## src/rtl/sna_pkg.sv

```systemverilog
// sna_pkg: shared types and constants of the supernet aggregator
// no dependencies
`timescale 1ns / 1ps

package sna_pkg;

  localparam logic [31:0] ALL_ONES         = 32'hFFFF_FFFF;
  localparam logic [4:0]  MAX_SUPER_PREFIX = 5'd31;
  localparam logic [5:0]  FULL_PREFIX      = 6'd32;
  localparam logic [1:0]  SEEN_ENOUGH      = 2'd2;
  localparam logic        STATUS_OK        = 1'b0;
  localparam logic        STATUS_TOO_FEW   = 1'b1;

  // summary of one finished run, passed from front to back
  typedef struct packed {
    logic [31:0] lowest_network;
    logic [31:0] highest_broadcast;
    logic        enough;
  } sna_run_t;

endpackage

```

## src/rtl/sna_ifs.sv

```systemverilog
// sna_ifs: valid/ready channel interfaces for subnet input and supernet result
// no dependencies
`timescale 1ns / 1ps

interface sna_in_if;
  logic        valid;
  logic        ready;
  logic [31:0] subnet_address;
  logic [5:0]  prefix_len;
  logic        last_subnet;

  modport source (output valid, output subnet_address, output prefix_len,
                  output last_subnet, input ready);
  modport sink   (input valid, input subnet_address, input prefix_len,
                  input last_subnet, output ready);
endinterface

interface sna_out_if;
  logic        valid;
  logic        ready;
  logic [31:0] supernet_address;
  logic [4:0]  supernet_prefix;
  logic        status;

  modport source (output valid, output supernet_address, output supernet_prefix,
                  output status, input ready);
  modport sink   (input valid, input supernet_address, input supernet_prefix,
                  input status, output ready);
endinterface

```

## src/rtl/sna_front.sv

```systemverilog
// sna_front: masks each subnet, tracks lowest network, highest broadcast and count
// depends on sna_pkg; pushes one run summary per last subnet
`timescale 1ns / 1ps

module sna_front
  import sna_pkg::*;
(
  input  logic        clk,
  input  logic        rst_n,
  input  logic        in_valid,
  output logic        in_ready,
  input  logic [31:0] in_subnet_address,
  input  logic [5:0]  in_prefix_len,
  input  logic        in_last_subnet,
  output logic        push,
  output sna_run_t    push_data,
  input  logic        q_full
);

  logic [31:0] low_r, low_nxt;
  logic [31:0] high_r, high_nxt;
  logic [1:0]  seen_r, seen_nxt;

  logic [5:0]  len_c;
  logic [31:0] host_mask;
  logic [31:0] net;
  logic [31:0] bcast;
  logic [31:0] low_upd;
  logic [31:0] high_upd;
  logic [1:0]  seen_upd;
  logic        xfer;

  assign in_ready = rst_n && !q_full;
  assign xfer     = in_valid && in_ready;

  always_comb begin
    len_c     = (in_prefix_len > FULL_PREFIX) ? FULL_PREFIX : in_prefix_len;
    host_mask = ALL_ONES >> len_c;
    net       = in_subnet_address & ~host_mask;
    bcast     = net | host_mask;
    low_upd   = (net < low_r) ? net : low_r;
    high_upd  = (bcast > high_r) ? bcast : high_r;
    seen_upd  = (seen_r == SEEN_ENOUGH) ? seen_r : seen_r + 2'd1;
  end

  always_comb begin
    low_nxt  = low_r;
    high_nxt = high_r;
    seen_nxt = seen_r;
    if (xfer) begin
      if (in_last_subnet) begin
        low_nxt  = ALL_ONES;
        high_nxt = '0;
        seen_nxt = '0;
      end else begin
        low_nxt  = low_upd;
        high_nxt = high_upd;
        seen_nxt = seen_upd;
      end
    end
  end

  assign push                        = xfer && in_last_subnet;
  assign push_data.lowest_network    = low_upd;
  assign push_data.highest_broadcast = high_upd;
  assign push_data.enough            = (seen_upd == SEEN_ENOUGH);

  always_ff @(posedge clk) begin
    if (!rst_n) begin
      low_r  <= ALL_ONES;
      high_r <= '0;
      seen_r <= '0;
    end else begin
      low_r  <= low_nxt;
      high_r <= high_nxt;
      seen_r <= seen_nxt;
    end
  end

endmodule

```

## src/rtl/sna_queue.sv

```systemverilog
// sna_queue: two-entry queue of run summaries between front and back
// depends on sna_pkg
`timescale 1ns / 1ps

module sna_queue
  import sna_pkg::*;
(
  input  logic     clk,
  input  logic     rst_n,
  input  logic     push,
  input  sna_run_t push_data,
  output logic     full,
  input  logic     pop,
  output logic     q_valid,
  output sna_run_t q_data,
  output logic [1:0] level
);

  sna_run_t   mem_r [2];
  logic       wr_ptr_r, wr_ptr_nxt;
  logic       rd_ptr_r, rd_ptr_nxt;
  logic [1:0] cnt_r, cnt_nxt;

  assign full    = (cnt_r == 2'd2);
  assign q_valid = (cnt_r != 2'd0);
  assign q_data  = mem_r[rd_ptr_r];
  assign level   = cnt_r;

  always_comb begin
    wr_ptr_nxt = push ? !wr_ptr_r : wr_ptr_r;
    rd_ptr_nxt = pop  ? !rd_ptr_r : rd_ptr_r;
    cnt_nxt    = cnt_r + {1'b0, push} - {1'b0, pop};
  end

  always_ff @(posedge clk) begin
    if (push) begin
      mem_r[wr_ptr_r] <= push_data;
    end
  end

  always_ff @(posedge clk) begin
    if (!rst_n) begin
      wr_ptr_r <= 1'b0;
      rd_ptr_r <= 1'b0;
      cnt_r    <= '0;
    end else begin
      wr_ptr_r <= wr_ptr_nxt;
      rd_ptr_r <= rd_ptr_nxt;
      cnt_r    <= cnt_nxt;
    end
  end

endmodule

```

## src/rtl/sna_back.sv

```systemverilog
// sna_back: finds the covering supernet of a run summary and registers the result
// depends on sna_pkg
`timescale 1ns / 1ps

module sna_back
  import sna_pkg::*;
(
  input  logic        clk,
  input  logic        rst_n,
  input  logic        q_valid,
  input  sna_run_t    q_data,
  output logic        pop,
  output logic        out_valid,
  input  logic        out_ready,
  output logic [31:0] out_supernet_address,
  output logic [4:0]  out_supernet_prefix,
  output logic        out_status
);

  logic        valid_r, valid_nxt;
  logic [31:0] addr_r;
  logic [4:0]  prefix_r;
  logic        status_r;

  logic [31:0] diff;
  logic [4:0]  common;
  logic [31:0] super_addr;

  // longest common leading run of lowest network and highest broadcast, capped at /31
  always_comb begin
    diff   = q_data.lowest_network ^ q_data.highest_broadcast;
    common = MAX_SUPER_PREFIX;
    for (int i = 0; i < 32; i++) begin
      if (diff[i]) begin
        common = MAX_SUPER_PREFIX - 5'(i);
      end
    end
    super_addr = q_data.lowest_network & ~(ALL_ONES >> common);
  end

  assign pop       = q_valid && (!valid_r || out_ready);
  assign valid_nxt = pop || (valid_r && !out_ready);

  always_ff @(posedge clk) begin
    if (pop) begin
      if (q_data.enough) begin
        addr_r   <= super_addr;
        prefix_r <= common;
        status_r <= STATUS_OK;
      end else begin
        addr_r   <= '0;
        prefix_r <= '0;
        status_r <= STATUS_TOO_FEW;
      end
    end
  end

  always_ff @(posedge clk) begin
    if (!rst_n) begin
      valid_r <= 1'b0;
    end else begin
      valid_r <= valid_nxt;
    end
  end

  assign out_valid            = valid_r;
  assign out_supernet_address = addr_r;
  assign out_supernet_prefix  = prefix_r;
  assign out_status           = status_r;

endmodule

```

## src/rtl/supernet_aggregator_top.sv

```systemverilog
// supernet_aggregator_top: smallest covering ipv4 supernet of a run of subnets
// depends on sna_pkg, sna_ifs, sna_front, sna_queue, sna_back
//
// in_if carries one subnet per transfer: address, prefix length (above 32
// counts as 32) and a last flag. out_if carries one result per run, on
// the transfer of the last subnet: supernet address, prefix 0..31 and
// status (1 when the run held fewer than two subnets, fields then zero).
// one subnet is taken every cycle while the queue is not full; the front
// updates its running minimum and maximum in the cycle of the transfer and
// hands a run summary to a two-entry queue. the back takes one summary a
// cycle while its output register is empty or being taken, resolves the
// prefix with a 32-bit leading-match encoder and registers the result; a
// summary passes the queue and the output register before out_if.valid
// rises. in_if.ready drops, reset apart, only while the queue is full,
// which needs out_if.ready low with results pending. a stalled result
// holds until taken. reset (rst_n low, synchronous) clears the running
// state, queue and out_if.valid; in_if.ready stays low while rst_n is low.
`timescale 1ns / 1ps

module supernet_aggregator_top
  import sna_pkg::*;
(
  input  logic    clk,
  input  logic    rst_n,
  sna_in_if.sink  in_if,
  sna_out_if.source out_if
);

  logic       push;
  sna_run_t   push_data;
  logic       q_full;
  logic       pop;
  logic       q_valid;
  sna_run_t   q_data;
  logic [1:0] q_level;

  sna_front u_front (
    .clk               (clk),
    .rst_n             (rst_n),
    .in_valid          (in_if.valid),
    .in_ready          (in_if.ready),
    .in_subnet_address (in_if.subnet_address),
    .in_prefix_len     (in_if.prefix_len),
    .in_last_subnet    (in_if.last_subnet),
    .push              (push),
    .push_data         (push_data),
    .q_full            (q_full)
  );

  sna_queue u_queue (
    .clk       (clk),
    .rst_n     (rst_n),
    .push      (push),
    .push_data (push_data),
    .full      (q_full),
    .pop       (pop),
    .q_valid   (q_valid),
    .q_data    (q_data),
    .level     (q_level)
  );

  sna_back u_back (
    .clk                  (clk),
    .rst_n                (rst_n),
    .q_valid              (q_valid),
    .q_data               (q_data),
    .pop                  (pop),
    .out_valid            (out_if.valid),
    .out_ready            (out_if.ready),
    .out_supernet_address (out_if.supernet_address),
    .out_supernet_prefix  (out_if.supernet_prefix),
    .out_status           (out_if.status)
  );

  a_queue_bound: assert property (@(posedge clk) disable iff (!rst_n)
    q_level != 2'd3)
    else $error("queue level out of range");

  a_last_queued: assert property (@(posedge clk) disable iff (!rst_n)
    in_if.valid && in_if.ready && in_if.last_subnet |=> q_level != 2'd0 || out_if.valid)
    else $error("last subnet produced no pending result");

  a_error_zero: assert property (@(posedge clk) disable iff (!rst_n)
    out_if.valid && out_if.status == STATUS_TOO_FEW |->
      out_if.supernet_address == '0 && out_if.supernet_prefix == '0)
    else $error("error result with nonzero fields");

  a_aligned: assert property (@(posedge clk) disable iff (!rst_n)
    out_if.valid && out_if.status == STATUS_OK |->
      (out_if.supernet_address & (ALL_ONES >> out_if.supernet_prefix)) == '0)
    else $error("supernet address not aligned to its prefix");

endmodule
```

## src/flat_wrapper.sv

```systemverilog
// flat-port wrapper written by rule: the top's interface ports become plain ports
module supernet_aggregator_top_flat import sna_pkg::*;
  (clk, rst_n, in_if_valid, in_if_subnet_address, in_if_prefix_len, in_if_last_subnet, in_if_ready, out_if_valid, out_if_supernet_address, out_if_supernet_prefix, out_if_status, out_if_ready);
  sna_in_if in_if_i ();
  sna_out_if out_if_i ();
  input  logic clk;
  input  logic rst_n;
  input wire logic [$bits(in_if_i.valid)-1:0] in_if_valid;
  input wire logic [$bits(in_if_i.subnet_address)-1:0] in_if_subnet_address;
  input wire logic [$bits(in_if_i.prefix_len)-1:0] in_if_prefix_len;
  input wire logic [$bits(in_if_i.last_subnet)-1:0] in_if_last_subnet;
  output wire logic [$bits(in_if_i.ready)-1:0] in_if_ready;
  output wire logic [$bits(out_if_i.valid)-1:0] out_if_valid;
  output wire logic [$bits(out_if_i.supernet_address)-1:0] out_if_supernet_address;
  output wire logic [$bits(out_if_i.supernet_prefix)-1:0] out_if_supernet_prefix;
  output wire logic [$bits(out_if_i.status)-1:0] out_if_status;
  input wire logic [$bits(out_if_i.ready)-1:0] out_if_ready;
  assign in_if_i.valid = in_if_valid;
  assign in_if_i.subnet_address = in_if_subnet_address;
  assign in_if_i.prefix_len = in_if_prefix_len;
  assign in_if_i.last_subnet = in_if_last_subnet;
  assign in_if_ready = in_if_i.ready;
  assign out_if_valid = out_if_i.valid;
  assign out_if_supernet_address = out_if_i.supernet_address;
  assign out_if_supernet_prefix = out_if_i.supernet_prefix;
  assign out_if_status = out_if_i.status;
  assign out_if_i.ready = out_if_ready;
  supernet_aggregator_top u_core (.clk(clk), .rst_n(rst_n), .in_if(in_if_i), .out_if(out_if_i));
endmodule
```

## config.mk

```make
export PLATFORM = sky130hd
export DESIGN_NAME = supernet_aggregator_top_flat
export DESIGN_NICKNAME = d
export VERILOG_FILES = /design/src/rtl/sna_pkg.sv /design/src/rtl/sna_ifs.sv /design/src/rtl/sna_front.sv /design/src/rtl/sna_queue.sv /design/src/rtl/sna_back.sv /design/src/rtl/supernet_aggregator_top.sv /design/src/flat_wrapper.sv
export SDC_FILE = /design/constraint.sdc
export NUM_CORES = 1
export LEC_CHECK = 0
export ABC_AREA = 1
export BUFFER_PORTS_ARGS = -buffer_cell sky130_fd_sc_hd__buf_2
export CORE_MARGIN = 2
export CORE_UTILIZATION = 62
export DETAILED_ROUTE_END_ITERATION = 8
export HOLD_SLACK_MARGIN = 0.1
export PLACE_DENSITY = 0.81
export RECOVER_POWER = 50
export SLEW_MARGIN = 20
export SYNTH_ARGS = -nofsm -noshare
export SYNTH_HDL_FRONTEND = slang
export SYNTH_HIERARCHICAL = 1
export SYNTH_SLANG_ARGS = --single-unit
```

## constraint.sdc

```tcl
create_clock -name clk -period 5.6 [get_ports clk]
set_input_delay 0.56 -clock clk [delete_from_list [all_inputs] [get_ports clk]]
set_output_delay 0.56 -clock clk [all_outputs]
set_load 0.02 [all_outputs]
```

After elaboration in Yosys (flattened, before gate mapping)
Memory sizes are Yosys's and may differ from the RTL's. A register that Yosys moved wholly into a read port is not among the register bits.
Index checks and enable logic that the tools add are counted.
- bits in registers: 109
- bits in writable memories: 130
- bits of input ports: 43
- output and inout bits: 40
- logic and storage cells: 84
- memories kept: 1
- memories (memory ; depth ; bits a word ; read ports ; clocked after Yosys merged registers in ; wr ports ; line ; RTL):
    u_core.u_queue.mem_r ; 2 ; 65 ; 1 ; 1 ; 1 ; sna_queue.sv:19 ; sna_run_t mem_r [2];
- add/sub/neg operators: 3
- magnitude comparators: 3
- eq/ne operators: 3
- shift operators: 2
- muxes and demuxes: 43
- bitwise operators: 6
- reduce and logical (&&, ||, !) cells: 13
- operator list (cell ; number):
    5-bit two-way mux ; 30
    32-bit two-way mux ; 4
    32-bit bitwise AND ; 2
    32-bit NOT ; 2
    32-bit greater-than comparator ; 1
    32-bit less-than comparator ; 1
    32-bit bitwise OR ; 1
    32-bit by 5-bit >> shifter with 32-bit output (first input constant) ; 1
    32-bit by 6-bit >> shifter with 32-bit output (first input constant) ; 1
    32-bit bitwise XOR ; 1
    2-bit == test (second input constant) ; 3
    6-bit greater-than comparator (second input constant) ; 1
    1-bit two-way mux ; 6
    6-bit two-way mux ; 1
    1-bit logical AND ; 5
    1-bit zero test ; 5
    2-bit two-way mux ; 2
    2-bit by 1-bit adder with 2-bit output ; 1
    2-bit by 1-bit adder with 2-bit output (second input constant) ; 1
    1-bit logical OR ; 2
    2-bit nonzero test ; 1
    2-bit by 1-bit subtractor with 2-bit output ; 1

Depth between registers and ports, before layout
- depth after elaboration: 35
- mapped depth: 39
- mapped depth without buffers: 37

By module
Netlist, hierarchy kept.
- modules (own cells, without submodules) (module ; instances ; cells each ; area each (um^2) ; seq. area each (um^2)):
    sna_front ; 1 ; 989 ; 5890.6 ; 1321.3
    sna_queue ; 1 ; 235 ; 5121.2 ; 4003.8
    sna_back ; 1 ; 257 ; 2204.6 ; 1131.1

Worst setup path before layout
Ideal clock, no wire load.
- kind: input-to-reg
- start: in rst_n
- end: mem u_core/u_queue/mem_r[0][0] in the netlist's numbering, enable pin
- setup time: 0.489 ns
- data arrival time: 4.030 ns
- data required time: 5.111 ns
- slack: 1.082 ns
- stages on the path: 6
- buffers on the path: 0
- path through: inv_1 > nor2_1 > nand2_1 > nor2_1 > inv_1 > nor2_1
- word-level cells in the longest chain between the ends: 5
- RTL lines (what ; line ; RTL):
    from (decl) ; flat_wrapper.sv:7 ; input logic rst_n;
    1-bit logical AND ; sna_front.sv:33 ; assign in_ready = rst_n && !q_full;
    via in_if_ready ; flat_wrapper.sv:12 ; output wire logic [$bits(in_if_i.ready)-1:0] in_if_ready;
    1-bit logical AND ; sna_front.sv:34 ; assign xfer = in_valid && in_ready;
    1-bit logical AND ; sna_front.sv:63 ; assign push = xfer && in_last_subnet;
    via u_core.push ; supernet_aggregator_top.sv:29 ; logic push;
    1-bit two-way mux ; sna_queue.sv:36 ; if (push) begin
    1-bit two-way mux (not written as such) ; sna_queue.sv:37 ; mem_r[wr_ptr_r] <= push_data;
    to (decl) ; sna_queue.sv:19 ;
The timed path passes the listed nets, and every way through them passes these cells.

==> summary.md <==
| Metric | Value |
|---|---|
| Number of antenna diodes | 0 |
| Latest clock arrival within the worst-skew pair | 0.54 ns |
| Pwr/cell area | 407 nW/µm² |
| Worst Skew | 0.0246 ns |
| Crit. End Element | flip-flop |
| Max VDD drop | 0.000243 V |
| Clock power frac | 29.5% |
| Fraction of layout instances using a drive strength above 1 | 12.6% |
| Sequential Power Share | 39.3% |
| CTS Hold Bufs | 0 |
| CP delay by family, top | simple AND/OR/NAND/NOR gates |
| Setup TNS | 0 ns |
| RSZ-0062 raised after global routing | false |
| Reg2Reg Depth | 14 |
| Remaining global-route overflow | 0 |
| DRC | 0 |
| Placement Setup Slack | 1.20 ns |
| Max-slew violation count | 75 |
| Via density | 5.37 |
| WP buf/inv | 4 |
| I/O pins | 83 |
| Critical Path Start Type | flip-flop |
| Syn nets | 1582 |
| Tcrit/Tclk final | 79.0% |
| Area delta synth->final | 10.6% |
| Vias in the first global route | 9323 |
| Drt total wl | 30.3 mm |
| Max Fclk | 226 MHz |
| # Post-CTS Setup Buffers | 0 |
| Post-route ant nets | 0 |
| Switching power total | 1970 µW |
| Hold Crit Depth | 3 |
| Post-layout minimum cycle time | 4.42 ns |
| Die Ht | 149 µm |
| Reg2reg end | u_core/u_back/out_supernet_address[4]$_SDFFCE_PN0P_ |
| Post-route setup slack | 1.18 ns |
| Slew headroom | -27.4% |
| Post-CTS sizing | 0 |
| Status | finished with violations |
| Syn Inst Count | 1473 |
| I/O Buffers | 81 |
| Clk root buf | clkbuf_16 |
| Slowest cell delay on critical path | 0.76 ns |
| Die width | 149 µm |
| CTS max path bufs | 3 |
| Worst R2R Setup Slack | 1.18 ns |
| CP arrival | 4.79 ns |
| Largest net degree at the start of global routing | 65 |
| Clock sinks | 235 |
| Initial antenna violation count | 0 |
| Core ar. | 20800 µm² |
| Failing checks | max-capacitance violations, max-slew violations |
| Pre-antenna DRT Iters | 5 |
| Comb power frac | 31.2% |
| Worst Hold End | u_core/u_queue/level[1]$_SDFF_PN0_ |
| Final cell count without fillers | 1844 |
| Worst-path clk slew | 0.06 ns |
| Worst-path fanout max | 29 |
| CP max-delay cell | clkbuf_1 |
| Final hold violation count | 0 |
| Crit path kind | flip-flop to flip-flop |
| Synth Cell Area | 13100 µm² |
| TritonCTS clock tree | built |
| Initial DRC Count | 752 |
| Most common cell after layout, fill and taps aside | nand2_1 |
| Required time of the critical path | 5.97 ns |
| Placed Instances | 1797 |
| Initial core utilization | 62.7% |
| Fill count | 1601 |
| Switching Fraction | 33.6% |
| Least-Margin Pin Slew | 1.91 ns |
| Cell mode on critical path | nor2_1 |
| DIE AREA | 22200 µm² |
| Crit path cell chain | clkbuf_1 -> mux2_1 -> xor2_1 -> nor2_1 -> inv_1 -> nor2_1 -> nand2_1 -> nor2_1 -> inv_1 -> nor2_1 -> inv_1 -> nor2_1 -> nand2_1 -> nor2_1 |
| Pint | 3900 µW |
| Std-Cell Rows | 53 |
| Global Route Usage Sum | 27.4% |
| Final setup fails | 0 |
| WL/cell | 16.4 µm |
| Dpl hpwl | 21.9 mm |
| Most frequent cells in the layout | nand2_1 (381), inv_1 (222), edfxtp_1 (163) |
| Worst hold start | rst_n |
| H-tree levels | 1 |
| Nets@finish | 1659 |
| CTS buffer count | 25 |
| Leak pwr | 0.00662 µW |
| Yosys Warn Count | 6 |
| Max-cap violations | 2 |
| Routability cong. | 0.929 |
| First-pass GRT wire length | 47.3 mm |
| Total power | 5870 µW |
| Syn_area_per_cell | 8.87 µm² |
| Routed via count | 9902 |
| Hold WC Path Type | primary input to flip-flop |
sequential cells by signal, summed over array words and instances (netlist names), named ones only:
register / flops
u_core/u_back/out_supernet_prefix: 5
u_core/u_back/out_valid: 1
u_core/u_front/seen_r: 2
u_core/u_queue/rd_ptr_r: 1
u_core/u_queue/wr_ptr_r: 1
u_core/u_back/out_status: 1
u_core/u_queue/level: 2
u_core/u_queue/mem_r: 126
u_core/u_front/high_r: 32
u_core/u_back/out_supernet_address: 31
u_core/u_front/low_r: 32
per-stage QoR:
step,hold slack [ns],area [µm²],util [%]
floorplan,0.426,13100,-
global placement,0.435,13600,65.5
detailed placement,0.439,13600,65.5
CTS,0.328,14500,69.7
global route,0.333,14400,69.4
finish,0.344,14400,69.4
layout make-up:
class,instances,area [µm²],share of cell area [%]
Inverter,229,860,5.95
Timing Repair Buffer,92,424,2.94
Multi-Input combinational cell,967,5600,38.8
Sequential cell,235,6340,43.9
Clock inverter,15,198,1.37
Clock buffer,31,678,4.70
Tap cell,275,344,2.38
worst max-delay path by stage:
| stage | cells past startpoint | end | startpoint |
|---|---|---|---|
| 6_report | 14 | u_core/u_back/out_supernet_address[4]$_SDFFCE_PN0P_ | flip-flop |
| 5_1_grt | 14 | u_core/u_back/out_supernet_address[4]$_SDFFCE_PN0P_ | flip-flop |
| 4_1_cts | 21 | u_core/u_queue/mem_r[1][21]$_DFFE_PP_ | in_if_prefix_len[5] |
| 3_5_place_dp | 21 | u_core/u_queue/mem_r[1][15]$_DFFE_PP_ | in_if_prefix_len[5] |
| 3_3_place_gp | 21 | u_core/u_queue/mem_r[0][30]$_DFFE_PP_ | in_if_prefix_len[5] |
| 2_1_floorplan | 6 | u_core/u_queue/mem_r[0][0]$_DFFE_PP_ | rst_n |
worst register-to-register path, cell delays in order, from the launching register on:
cell and delay (ns):
dfxtp_4 0.71, clkbuf_1 0.79, mux2_1 0.43, xor2_1 0.17, nor2_1 0.20, inv_1 0.06
nor2_1 0.23, nand2_1 0.19, nor2_1 0.19, inv_1 0.14, nor2_1 0.49, inv_1 0.20
nor2_1 0.24, nand2_1 0.08, nor2_1 0.13
metal layers:
| layer | vias up | wire length, µm | global-route usage [%] | share of wire (%) |
|---|---|---|---|---|
| met1 | 4546 | 13500 | 39.4 | 45 |
| met4 | 0 | 830 | 8.90 | 2.7 |
| met2 | 388 | 13800 | 44.0 | 45 |
| met5 | - | 0 | 0 | 0 |
| met3 | 58 | 2180 | 2.84 | 7.2 |
| li1 | 4910 | - | - | - |
power groups by stage:
stage          clock (µW)  combinational [µW]  sequential, µW
2_1_floorplan           0                1320            2420
3_3_place_gp            0                1780            2320
3_5_place_dp            0                1840            2330
4_1_cts              1760                1850            2300
5_1_grt              1820                2030            2330
6_report             1730                1830            2310
(Power assumes the default switching activity.)
